$ cat src/rtl/vfpdec_pkg.sv
`timescale 1ns / 1ps

package vfpdec_pkg;

  // operation codes
  typedef logic [3:0] op_t;
  localparam op_t OP_MOV    = 4'd0;
  localparam op_t OP_MOVIMM = 4'd1;
  localparam op_t OP_ADD    = 4'd2;
  localparam op_t OP_SUB    = 4'd3;
  localparam op_t OP_DIV    = 4'd4;
  localparam op_t OP_MUL    = 4'd5;
  localparam op_t OP_NMUL   = 4'd6;
  localparam op_t OP_MLA    = 4'd7;
  localparam op_t OP_NMLA   = 4'd8;
  localparam op_t OP_MLS    = 4'd9;
  localparam op_t OP_NMLS   = 4'd10;
  localparam op_t OP_ABS    = 4'd11;
  localparam op_t OP_NEG    = 4'd12;
  localparam op_t OP_SQRT   = 4'd13;

  typedef logic [4:0] reg_num_t;

  // fixed bits of a vfp data-processing word
  localparam logic [31:0] FIXED_MASK  = 32'h0F00_0E10;
  localparam logic [31:0] FIXED_MATCH = 32'h0E00_0A00;

  // opc1 as {bit 23, bit 21, bit 20}
  typedef logic [2:0] opc1_t;
  localparam opc1_t OPC1_MLA  = 3'b000;
  localparam opc1_t OPC1_NMLS = 3'b001;
  localparam opc1_t OPC1_MUL  = 3'b010;
  localparam opc1_t OPC1_ADD  = 3'b011;
  localparam opc1_t OPC1_DIV  = 3'b100;
  localparam opc1_t OPC1_SPC  = 3'b111;

  // opc2 codes under the special opc1
  localparam logic [3:0] OPC2_MOV_ABS  = 4'd0;
  localparam logic [3:0] OPC2_NEG_SQRT = 4'd1;

  // one decoded result item
  typedef struct packed {
    logic        valid_res;
    op_t         operation;
    logic        is_double;
    reg_num_t    dest_reg;
    reg_num_t    first_src_reg;
    reg_num_t    second_src_reg;
    logic [63:0] immediate_bits;
    logic        reads_dest;
    logic        reads_first;
    logic        reads_second;
    logic        has_immediate;
  } res_t;

endpackage

$ cat src/rtl/vfp_data_op_decoder_top.sv
`timescale 1ns / 1ps
// channel | direction | handshake             | payload
// in_     | input     | in_valid / in_stall   | in_instruction_word
// out_    | output    | out_valid / out_stall | out_valid_res .. out_has_immediate
//
// one item per cycle while out_stall is low; an item passes the input register,
// then the result register after one level of decode logic.
// rst_n is synchronous, active low, and empties both register stages.
// a stalled result holds; an empty input register still takes an item while the
// result register waits, and in_stall rises only when both stages are full.

module vfp_data_op_decoder_top (
  input  logic                  clk,
  input  logic                  rst_n,
  input  logic                  in_valid,
  output logic                  in_stall,
  input  logic [31:0]           in_instruction_word,
  output logic                  out_valid,
  input  logic                  out_stall,
  output logic                  out_valid_res,
  output vfpdec_pkg::op_t       out_operation,
  output logic                  out_is_double,
  output vfpdec_pkg::reg_num_t  out_dest_reg,
  output vfpdec_pkg::reg_num_t  out_first_src_reg,
  output vfpdec_pkg::reg_num_t  out_second_src_reg,
  output logic [63:0]           out_immediate_bits,
  output logic                  out_reads_dest,
  output logic                  out_reads_first,
  output logic                  out_reads_second,
  output logic                  out_has_immediate
);
  import vfpdec_pkg::*;

  logic        word_vld_r;
  logic [31:0] word_r;
  logic        res_vld_r;
  res_t        res_r;
  res_t        res_nxt;
  logic        adv_res;
  logic        adv_in;

  // pipeline flow control
  assign adv_res  = !res_vld_r || !out_stall;
  assign adv_in   = !word_vld_r || adv_res;
  assign in_stall = !adv_in;

  // input register
  always_ff @(posedge clk) begin
    if (!rst_n) begin
      word_vld_r <= 1'b0;
    end else if (adv_in) begin
      word_vld_r <= in_valid;
    end
  end

  always_ff @(posedge clk) begin
    if (adv_in && in_valid) begin
      word_r <= in_instruction_word;
    end
  end

  // decode
  always_comb begin
    logic     fixed_ok;
    logic     ok;
    op_t      op;
    opc1_t    opc1;
    logic [3:0] opc2;
    logic     b6;
    logic     b7;
    logic     dbl;
    logic     use_d;
    logic     use_n;
    logic     use_m;
    logic     use_imm;
    logic     ia;
    logic     ib;
    logic [1:0] icd;
    logic [3:0] ilo;

    fixed_ok = (word_r & FIXED_MASK) == FIXED_MATCH;
    opc1     = {word_r[23], word_r[21], word_r[20]};
    opc2     = word_r[19:16];
    b6       = word_r[6];
    b7       = word_r[7];
    dbl      = word_r[8];
    ok       = 1'b1;
    op       = OP_MOV;

    // operation from opc1, opc2 and bits 7, 6
    unique case (opc1)
      OPC1_MLA:  op = b6 ? OP_MLS  : OP_MLA;
      OPC1_NMLS: op = b6 ? OP_NMLA : OP_NMLS;
      OPC1_MUL:  op = b6 ? OP_NMUL : OP_MUL;
      OPC1_ADD:  op = b6 ? OP_SUB  : OP_ADD;
      OPC1_DIV: begin
        op = OP_DIV;
        ok = !b6;
      end
      OPC1_SPC: begin
        if (!b6) begin
          op = OP_MOVIMM;
        end else if (opc2 == OPC2_MOV_ABS) begin
          op = b7 ? OP_ABS : OP_MOV;
        end else if (opc2 == OPC2_NEG_SQRT) begin
          op = b7 ? OP_SQRT : OP_NEG;
        end else begin
          ok = 1'b0;
        end
      end
      default: ok = 1'b0;
    endcase
    ok = ok && fixed_ok;

    // operand usage per operation
    use_d   = 1'b0;
    use_n   = 1'b0;
    use_m   = 1'b0;
    use_imm = 1'b0;
    unique case (op) inside
      OP_MLA, OP_NMLA, OP_MLS, OP_NMLS: begin
        use_d = 1'b1;
        use_n = 1'b1;
        use_m = 1'b1;
      end
      OP_ADD, OP_SUB, OP_DIV, OP_MUL, OP_NMUL: begin
        use_n = 1'b1;
        use_m = 1'b1;
      end
      OP_MOVIMM: use_imm = 1'b1;
      default:   use_m = 1'b1;
    endcase

    // immediate fields a, b, cd, efgh
    ia  = word_r[19];
    ib  = word_r[18];
    icd = word_r[17:16];
    ilo = word_r[3:0];

    res_nxt = '0;
    if (ok) begin
      res_nxt.valid_res = 1'b1;
      res_nxt.operation = op;
      res_nxt.is_double = dbl;
      res_nxt.dest_reg  = dbl ? {word_r[22], word_r[15:12]} : {word_r[15:12], word_r[22]};
      if (use_n) begin
        res_nxt.first_src_reg = dbl ? {word_r[7], word_r[19:16]} : {word_r[19:16], word_r[7]};
      end
      if (use_m) begin
        res_nxt.second_src_reg = dbl ? {word_r[5], word_r[3:0]} : {word_r[3:0], word_r[5]};
      end
      if (use_imm) begin
        if (dbl) begin
          res_nxt.immediate_bits = {ia, !ib, {8{ib}}, icd, ilo, 48'd0};
        end else begin
          res_nxt.immediate_bits = {32'd0, ia, !ib, {5{ib}}, icd, ilo, 19'd0};
        end
      end
      res_nxt.reads_dest    = use_d;
      res_nxt.reads_first   = use_n;
      res_nxt.reads_second  = use_m;
      res_nxt.has_immediate = use_imm;
    end
  end

  // result register
  always_ff @(posedge clk) begin
    if (!rst_n) begin
      res_vld_r <= 1'b0;
    end else if (adv_res) begin
      res_vld_r <= word_vld_r;
    end
  end

  always_ff @(posedge clk) begin
    if (adv_res && word_vld_r) begin
      res_r <= res_nxt;
    end
  end

  // outputs
  assign out_valid          = res_vld_r;
  assign out_valid_res      = res_r.valid_res;
  assign out_operation      = res_r.operation;
  assign out_is_double      = res_r.is_double;
  assign out_dest_reg       = res_r.dest_reg;
  assign out_first_src_reg  = res_r.first_src_reg;
  assign out_second_src_reg = res_r.second_src_reg;
  assign out_immediate_bits = res_r.immediate_bits;
  assign out_reads_dest     = res_r.reads_dest;
  assign out_reads_first    = res_r.reads_first;
  assign out_reads_second   = res_r.reads_second;
  assign out_has_immediate  = res_r.has_immediate;

endmodule

$ cat config.mk
export PLATFORM = sky130hd
export DESIGN_NAME = vfp_data_op_decoder_top
export DESIGN_NICKNAME = d
export VERILOG_FILES = /design/src/rtl/vfpdec_pkg.sv /design/src/rtl/vfp_data_op_decoder_top.sv
export SDC_FILE = /design/constraint.sdc
export NUM_CORES = 1
export LEC_CHECK = 0
export ABC_AREA = 1
export BUFFER_PORTS_ARGS = -buffer_cell sky130_fd_sc_hd__buf_2
export CAP_MARGIN = 40
export CORE_AREA = 5 5 84 86
export CTS_BUF_LIST = sky130_fd_sc_hd__clkbuf_8
export DETAILED_ROUTE_END_ITERATION = 8
export DIE_AREA = 0 0 89 91
export HOLD_SLACK_MARGIN = 0.06
export PLACE_DENSITY = 0.9
export SYNTH_ARGS = -nofsm -noshare
export SYNTH_HDL_FRONTEND = slang
export SYNTH_SLANG_ARGS = --single-unit
$ cat constraint.sdc
create_clock -name clk -period 5.39 [get_ports clk]
set_input_delay 0.539 -clock clk [delete_from_list [all_inputs] [get_ports clk]]
set_output_delay 0.539 -clock clk [all_outputs]
set_load 0.02 [all_outputs]
==> key figures, run 1 <==
Die
  – Die area: 8100 sq um
  – Die span in y: 91 um
  – FP Rows: 29
  – Width of the die: 89 um
  – Initial core utilization: 52.5%
  – Top Ports: 127
  – Total core area: 6200 sq um

Worst setup path
  – Critical Path RT: 4.85 ns
  – Setup Crit Path Kind: reg2out
  – Worst Setup End Kind: output pin
  – Worst path cell trace: nand2_1, nor2_1, buf_2
  – Worst R2R Setup Slack: 3.79 ns
  – Crit path max fanout: 3
  – Worst reg2reg path startpoint: word_r[18]
  – CP peak stage delay: 0.39 ns
  – CP startpoint kind: flip-flop
  – CP Data Arrival Time: 1.14 ns
  – RR Endpoint: out_second_src_reg[2]
  – R2R depth: 5
  – Crit path max-delay cell type: dfxtp_1

Clocking
  – Post-CTS Setup Inserts: 0
  – Worst skew pair latency: 0.33 ns
  – Hold_buf cts: 0
  – H-Tree Depth: 3
  – Number of gates resized after cts: 0
  – Root Driver: clkbuf_8
  – Clock transition at path regs: 0.07 ns
  – TritonCTS buffer count: 9
  – Sink Count: 73
  – CTS tree: yes
  – Max Root-Sink Buffers: 2

STA
  – Final Hold Vio Count: 0
  – Min cycle time layout: 1.67 ns
  – Period utilization: 31.1%
  – Worst slew margin: 64.9%
  – RSZ-0062 raised after global routing: false
  – Clock skew: 0.0107 ns
  – # setup viols final: 0
  – Fmax: 597 MHz
  – Max-slew violation count: 0
  – Slew @ Worst Pin: 0.526 ns
  – Final setup TNS: 0 ns

GRT
  – First-pass GRT wire length: 8.85 mm
  – GR peak layer: met2
  – Met2 GRT Util: 26.0%
  – Largest net degree at the start of global routing: 44
  – Vias in the first global route: 1993
  – Antenna violations before repair: 0
  – Grt ovf: 0
  – M1 GR Usage: 14.7%
  – Met3 Use GR: 4.43%
  – All-Layer GR Usage: 14.6%

Drt
  – Antenna Nets Post-Route: 0
  – Routed length per instance: 13.2 um
  – Starting DRT DRC Count: 53
  – Vias post-DR: 2032
  – Total wire length: 5.72 mm
  – Drt first pass iters: 4
  – Vias/cell: 4.68
  – DRC Markers: 0

Placed design
  – Port bufs: 87
  – Hpwl dp: 4.33 mm
  – Global placer's final weighted congestion: 0.854

Pwr
  – Sequential share of power: 52.5%
  – Psw: 0.000272 W
  – Max VDD drop: 0.194 mV
  – Int Power: 0.000974 W
  – Clock network fraction of total power: 39.2%
  – Static leakage: 1.73 nW
  – Power per standard cell area: 327 nW/um^2
  – Pwr Total: 0.00125 W
  – Switching Share: 21.9%
  – Comb pwr share: 8.3%

Synth
  – Synthesized area: 3250 sq um
  – Prevailing post-synth register cell: edfxtp_1
  – #FFs+latches synth: 73
  – Yosys warnings: 0
  – Avg Inst Size Synth: 12.1 sq um
  – Cells after synthesis: 270
  – Number of flops mapped to enable cells by yosys: 71
  – Async set-reset flop share out of synthesis: 0%
  – Post-synth cell types: 26
  – Sequential-to-total area share from yosys stat: 66.7%

Final layout
  – Largest register FFs: 28
  – Largest Register: word_r
  – Final net count: 388
  – Post-layout util: 61.4%
  – FILL cells: 476
  – Share of cells above drive strength 1: 33.6%
  – Synth-to-Final Area Change: 17.0%
  – Diodes inserted: 0

Hold path
  – Hold Path End: word_r[8]
  – Hold crit path type: in2reg
  – Hold Startpoint: in_instruction_word[8]
  – Worst Hold Depth: 1

Run
  – Max-cap violation count: 0

Status
  – Status: finished, final reports clean
==> routing by layer <==
metal | part of all wire (%) | wire length, um
met5 | 0 | 0
met4 | 3.3 | 187
met3 | 10 | 586
met2 | 53 | 3010
met1 | 34 | 1930
==> worst max-delay path: cells and delay by family (launching register included) <==
family                 cells  cell delay, ns
buffers and inverters      1            0.19
AND/OR/NAND/NOR            2            0.22
flip-flops                 1            0.39
==> layout by cell type, fill, tap and decap left out <==
cell type and n:
clkbuf_8 9, edfxtp_1 71, dfxtp_1 2, a21oi_1 12, clkinv_4 1, nand4_1 1
nor3_1 23, and2_1 1, nor2_2 4, clkinv_1 2, nand3_1 5, a21oi_4 1
nand2_2 1, o211ai_1 1, bufinv_16 3, nand2_4 1, mux2i_1 1, nand2_1 24
inv_1 29, conb_1 35, o21ai_0 4, nor2_1 25, o21bai_4 1, a31oi_1 1
a21oi_2 6, nor2_4 2, buf_2 87, buf_8 1, buf_4 2, nand3_2 1
==> synth_stat cells (2+ instances only) <==
| cell type | count | area [sq um] |
|---|---|---|
| clkbuf_1 | 4 | 15.0 |
| buf_2 | 2 | 10.0 |
| nor2_1 | 25 | 93.8 |
| a21oi_1 | 13 | 65.1 |
| edfxtp_1 | 71 | 2130 |
| inv_1 | 28 | 105 |
| nand3_1 | 5 | 25.0 |
| o21ai_0 | 4 | 20.0 |
| nand2_1 | 24 | 90.1 |
| nor3_1 | 23 | 115 |
| nor2_4 | 2 | 22.5 |
| a21oi_2 | 6 | 52.6 |
| dfxtp_1 | 2 | 40.0 |
| buf_4 | 46 | 345 |
| nor2_2 | 4 | 25.0 |
==> worst max-delay path by stage <==
stage	startpoint	to	slack (ns)	cells after the start
2_1_floorplan	out_stall	out_dest_reg[0]	2.26	1
3_3_place_gp	out_stall	word_r[8]	3.35	6
3_5_place_dp	out_stall	word_r[8]	3.54	7
4_1_cts	out_valid	in_stall	3.68	3
5_1_grt	out_valid	in_stall	3.61	3
6_report	out_valid	in_stall	3.72	3
==> power by group through the flow <==
stage	clock (W)	sequential, W	combinational, W
after floorplan	0	0.000676	0.0000826
after global placement	0	0.000665	0.0000985
after detailed placement	0	0.000666	0.000103
after CTS	0.000503	0.000654	0.000103
after global routing	0.000532	0.000656	0.000113
final	0.000489	0.000654	0.000103
==> layout make-up <==
| class | count | area [sq um] | area share, % |
|---|---|---|---|
| repair buffers | 90 | 465 | 12.2 |
| well taps | 77 | 96.3 | 2.53 |
| inverters | 28 | 105 | 2.76 |
| multi-input cells | 150 | 734 | 19.3 |
| flip-flops and latches | 73 | 2170 | 57.0 |
| clock inverters | 7 | 110 | 2.89 |
| clock buffers | 9 | 124 | 3.25 |
==> kinds of logic after synthesis <==
logic type | synth area share, %
other | 0.115
AOI/OAI and AO/OA | 5.23
DFF | 66.7
buffers and inverters | 15.0
and+or+nand+nor | 12.6
muxes | 0.308
==> through the flow <==
stage	area [sq um]	hold WS [ns]	std cells	setup WS (ns)
after CTS	3810	0.353	434	3.68
after detailed placement	3570	0.529	418	3.54
after global placement	3560	0.512	417	3.35
final	3810	0.375	434	3.72
after global routing	3810	0.342	434	3.61
after floorplan	3380	0.453	304	2.26
Power figures use the tool's default switching activity.
==> inputs of run 2 (changes only) <==
- ABC_AREA: 1 -> 0
- CORE_AREA: 5 5 84 86 -> 5 5 91 93
- DIE_AREA: 0 0 89 91 -> 0 0 96 98
- PLACE_DENSITY: 0.9 -> 0.81
- clock period: 5.39 -> 1.4 ns (I/O delays scaled with it)
==> key figures, run 2 <==
Die
  – Die span in y: 98 um (+7.7%)
  – Total core area: 7450 sq um (+20%)
  – Top Ports: 127 (unchanged)
  – Width of the die: 96 um (+7.9%)
  – FP Rows: 32 (+10%)
  – Die area: 9410 sq um (+16%)
  – Initial core utilization: 43.3% (-9.1 points)

Hold path
  – Worst Hold Depth: 3 (+2)
  – Hold crit path type: in2reg
  – Hold Startpoint: out_stall

GRT
  – Antenna violations before repair: 0 (unchanged)
  – Largest net degree at the start of global routing: 44 (unchanged)
  – Vias in the first global route: 2030 (+1.9%)
  – All-Layer GR Usage: 14.5% (-0.11 points)
  – Grt ovf: 0 (unchanged)
  – First-pass GRT wire length: 10.1 mm (+15%)

STA
  – Worst hold margin: 0.161 ns (-0.214 ns)
  – Clock skew: 0.00605 ns (-0.00463 ns)
  – Final Hold Vio Count: 0 (unchanged)
  – RSZ-0062 raised after global routing: true
  – # setup viols final: 41 (+41)
  – Period utilization: 111%
  – Final setup TNS: -3.73 ns (-3.73 ns)
  – Max-slew violation count: 0 (unchanged)
  – Setup slack after layout: -0.151 ns (-3.87 ns)
  – Min cycle time layout: 1.55 ns
  – Fmax: 645 MHz

Pwr
  – Static leakage: 1.78 nW (+3.0%)
  – Max VDD drop: 0.549 mV (+180%)
  – Power per standard cell area: 1030 nW/um^2 (+210%)

Clocking
  – TritonCTS buffer count: 9 (unchanged)
  – Worst skew pair latency: 0.34 ns (about the same)
  – Sink Count: 73 (unchanged)
  – H-Tree Depth: 3 (unchanged)
  – Max Root-Sink Buffers: 2 (unchanged)
  – Clock transition at path regs: 0.07 ns (about the same)
  – Root Driver: clkbuf_8
  – CTS tree: yes

Synth
  – Main area contributors after synthesis: edfxtp_1, buf_4, mux2i_1, and2_1, nor3_2
  – Async set-reset flop share out of synthesis: 0% (unchanged)
  – Avg Inst Size Synth: 14.4 sq um (+20%)
  – #FFs+latches synth: 73 (unchanged)
  – Largest area contributor in the synthesized netlist: edfxtp_1
  – Cell with the most instances after synthesis: edfxtp_1
  – Synthesized area: 3230 sq um (-0.81%)
  – Cells after synthesis: 224 (-17%)
  – Synth cell count leaders: edfxtp_1, buf_4, and2_1
  – Yosys warnings: 0 (unchanged)
  – Prevailing post-synth register cell: edfxtp_1
  – Sequential-to-total area share from yosys stat: 67.3% (+0.54 points)
  – Post-synth cell types: 36 (+38%)
  – Area share of the leading cell type in the synthesized netlist: 66.0% (+0.53 points)
  – Number of flops mapped to enable cells by yosys: 71 (unchanged)

Worst setup path
  – Crit. Startpoint: word_r[24]
  – CP startpoint kind: flip-flop
  – Worst path cell trace: and4bb_1, nand4_4, buf_4, a31o_4, nor3_2
  – WP buf/inv: 1 (unchanged)
  – Critical path depth: 5 (+2)
  – Worst R2R Setup Slack: -0.15 ns (-3.94 ns)
  – R2R depth: 5 (unchanged)
  – Cell family with most CP delay: simple AND/OR/NAND/NOR gates
  – Crit path max fanout: 8 (+5)
  – Worst reg2reg path startpoint: word_r[24]
  – Crit path max-delay cell type: edfxtp_1
  – Critical Path RT: 1.59 ns (-3.26 ns)
  – Setup Crit Path Kind: reg2reg
  – Worst Setup End Kind: flip-flop
  – CP Data Arrival Time: 1.75 ns (+0.61 ns)
  – CP peak stage delay: 0.37 ns (-0.02 ns)

Placed design
  – Global placer's final weighted congestion: 0.775 (-9.3%)
  – Port bufs: 87 (unchanged)
  – Post-Place Cell Area: 3760 sq um (+5.3%)
  – Hpwl dp: 4.27 mm (-1.3%)
  – Setup WS pre-CTS: -0.216 ns (-3.75 ns)

Drt
  – Vias/cell: 4.35 (-7.0%)
  – Routed length per instance: 14.0 um (+6.1%)
  – Starting DRT DRC Count: 85 (+60%)
  – DRC Markers: 0 (unchanged)
  – Total wire length: 6.59 mm (+15%)
  – Antenna Nets Post-Route: 0 (unchanged)
  – Drt first pass iters: 4 (unchanged)
  – Vias post-DR: 2051 (+0.94%)

Final layout
  – Largest Register: word_r
  – Non-Filler Cell Area, Final: 4430 sq um (+16%)
  – Post-layout util: 59.5% (-1.8 points)
  – Share of cells above drive strength 1: 43.6% (+10 points)
  – Diodes inserted: 0 (unchanged)
  – Final net count: 400 (+3.1%)
  – Synth-to-Final Area Change: 37.3%
  – FILL cells: 596 (+25%)
  – Largest register FFs: 28 (unchanged)
  – Most common cell after layout, fill and taps aside: buf_2
  – Highest-count cells in the layout ignoring fill and taps: buf_2, edfxtp_1, conb_1, dlygate4sd3_1, buf_4

Status
  – Status: finished, violations left
  – Failing checks: setup timing

Run
  – Max-cap violation count: 0 (unchanged)
-- run 2: changes by cell type in the layout (fill, tap and decap cells not counted), moves of 5 or more --
cell | before | now
nor3_2 | 0 | 7
a21oi_1 | 12 | 4
nor3_1 | 23 | 3
nor2_1 | 25 | 11
inv_1 | 29 | 3
a21oi_2 | 6 | 1
and2_1 | 1 | 14
dlygate4sd3_1 | 0 | 30
mux2i_1 | 1 | 15
buf_4 | 2 | 22
nand2_1 | 24 | 3
-- run 2: timing repair --
action	CTS	global route
endpoints found under the setup margin	41	42
pin swaps	8	4
hold endpoints to repair	30	0
buffers inserted	6	2
hold buffers	30	0
gates cloned	3	0
resized for setup	13	7
-- run 2: final timing paths --
path / to
worst min register to register: out_valid
worst max-delay path: out_first_src_reg[0]
worst min-delay path: out_valid
worst max register to register: out_first_src_reg[0]
-- run 2: layout make-up --
class                      count  area [sq um]  area share, %
timing repair buffer         145          1000           22.6
sequential                    73          2180           49.1
tap                          102           128           2.88
inverter                       3          11.3          0.254
clock inverter                 7          37.5          0.847
multi-input combinational    132           953           21.5
clock buffer                   9           124           2.79
-- run 2: cells by family (layout without fill, tap and decap cells) --
group                  after synthesis  in the layout  synth area share, %
multiplexers                        15             15                 4.65
AND/OR/NAND/NOR                     63             63                 12.1
other                                1             35                0.116
flip-flops                          73             73                 67.3
buffers and inverters               56            164                 12.2
AO/OA/AOI/OAI                       16             19                 3.64
-- run 2: layer usage --
layer / global-route usage [%] / share of wire, % / routed length [um]
met5: 0 / 0 / 0
met4: 4.60 / 0.55 / 36
met3: 5.24 / 8.0 / 526
met2: 25.0 / 53 / 3500
met1: 16.5 / 38 / 2520
-- run 2: tightest hold or removal path, stage by stage --
cell and delay (ns):
buf_2 0.12, a21oi_1 0.07, nor2b_1 0.12
-- run 2: power breakdown --
part	switching, W	total [W]	internal, W
combinational	0.000379	0.000616	0.000237
sequential	0.0000567	0.00257	0.00251
clock	0.000743	0.00136	0.000620
total	0.00118	0.00455	0.00337
-- run 2: through the flow --
stage / total power (W) / std cells
after floorplan: 0.00302 / 258
after global placement: 0.00312 / 414
after detailed placement: 0.00313 / 414
after CTS: 0.00457 / 469
after global routing: 0.00474 / 471
final: 0.00455 / 471
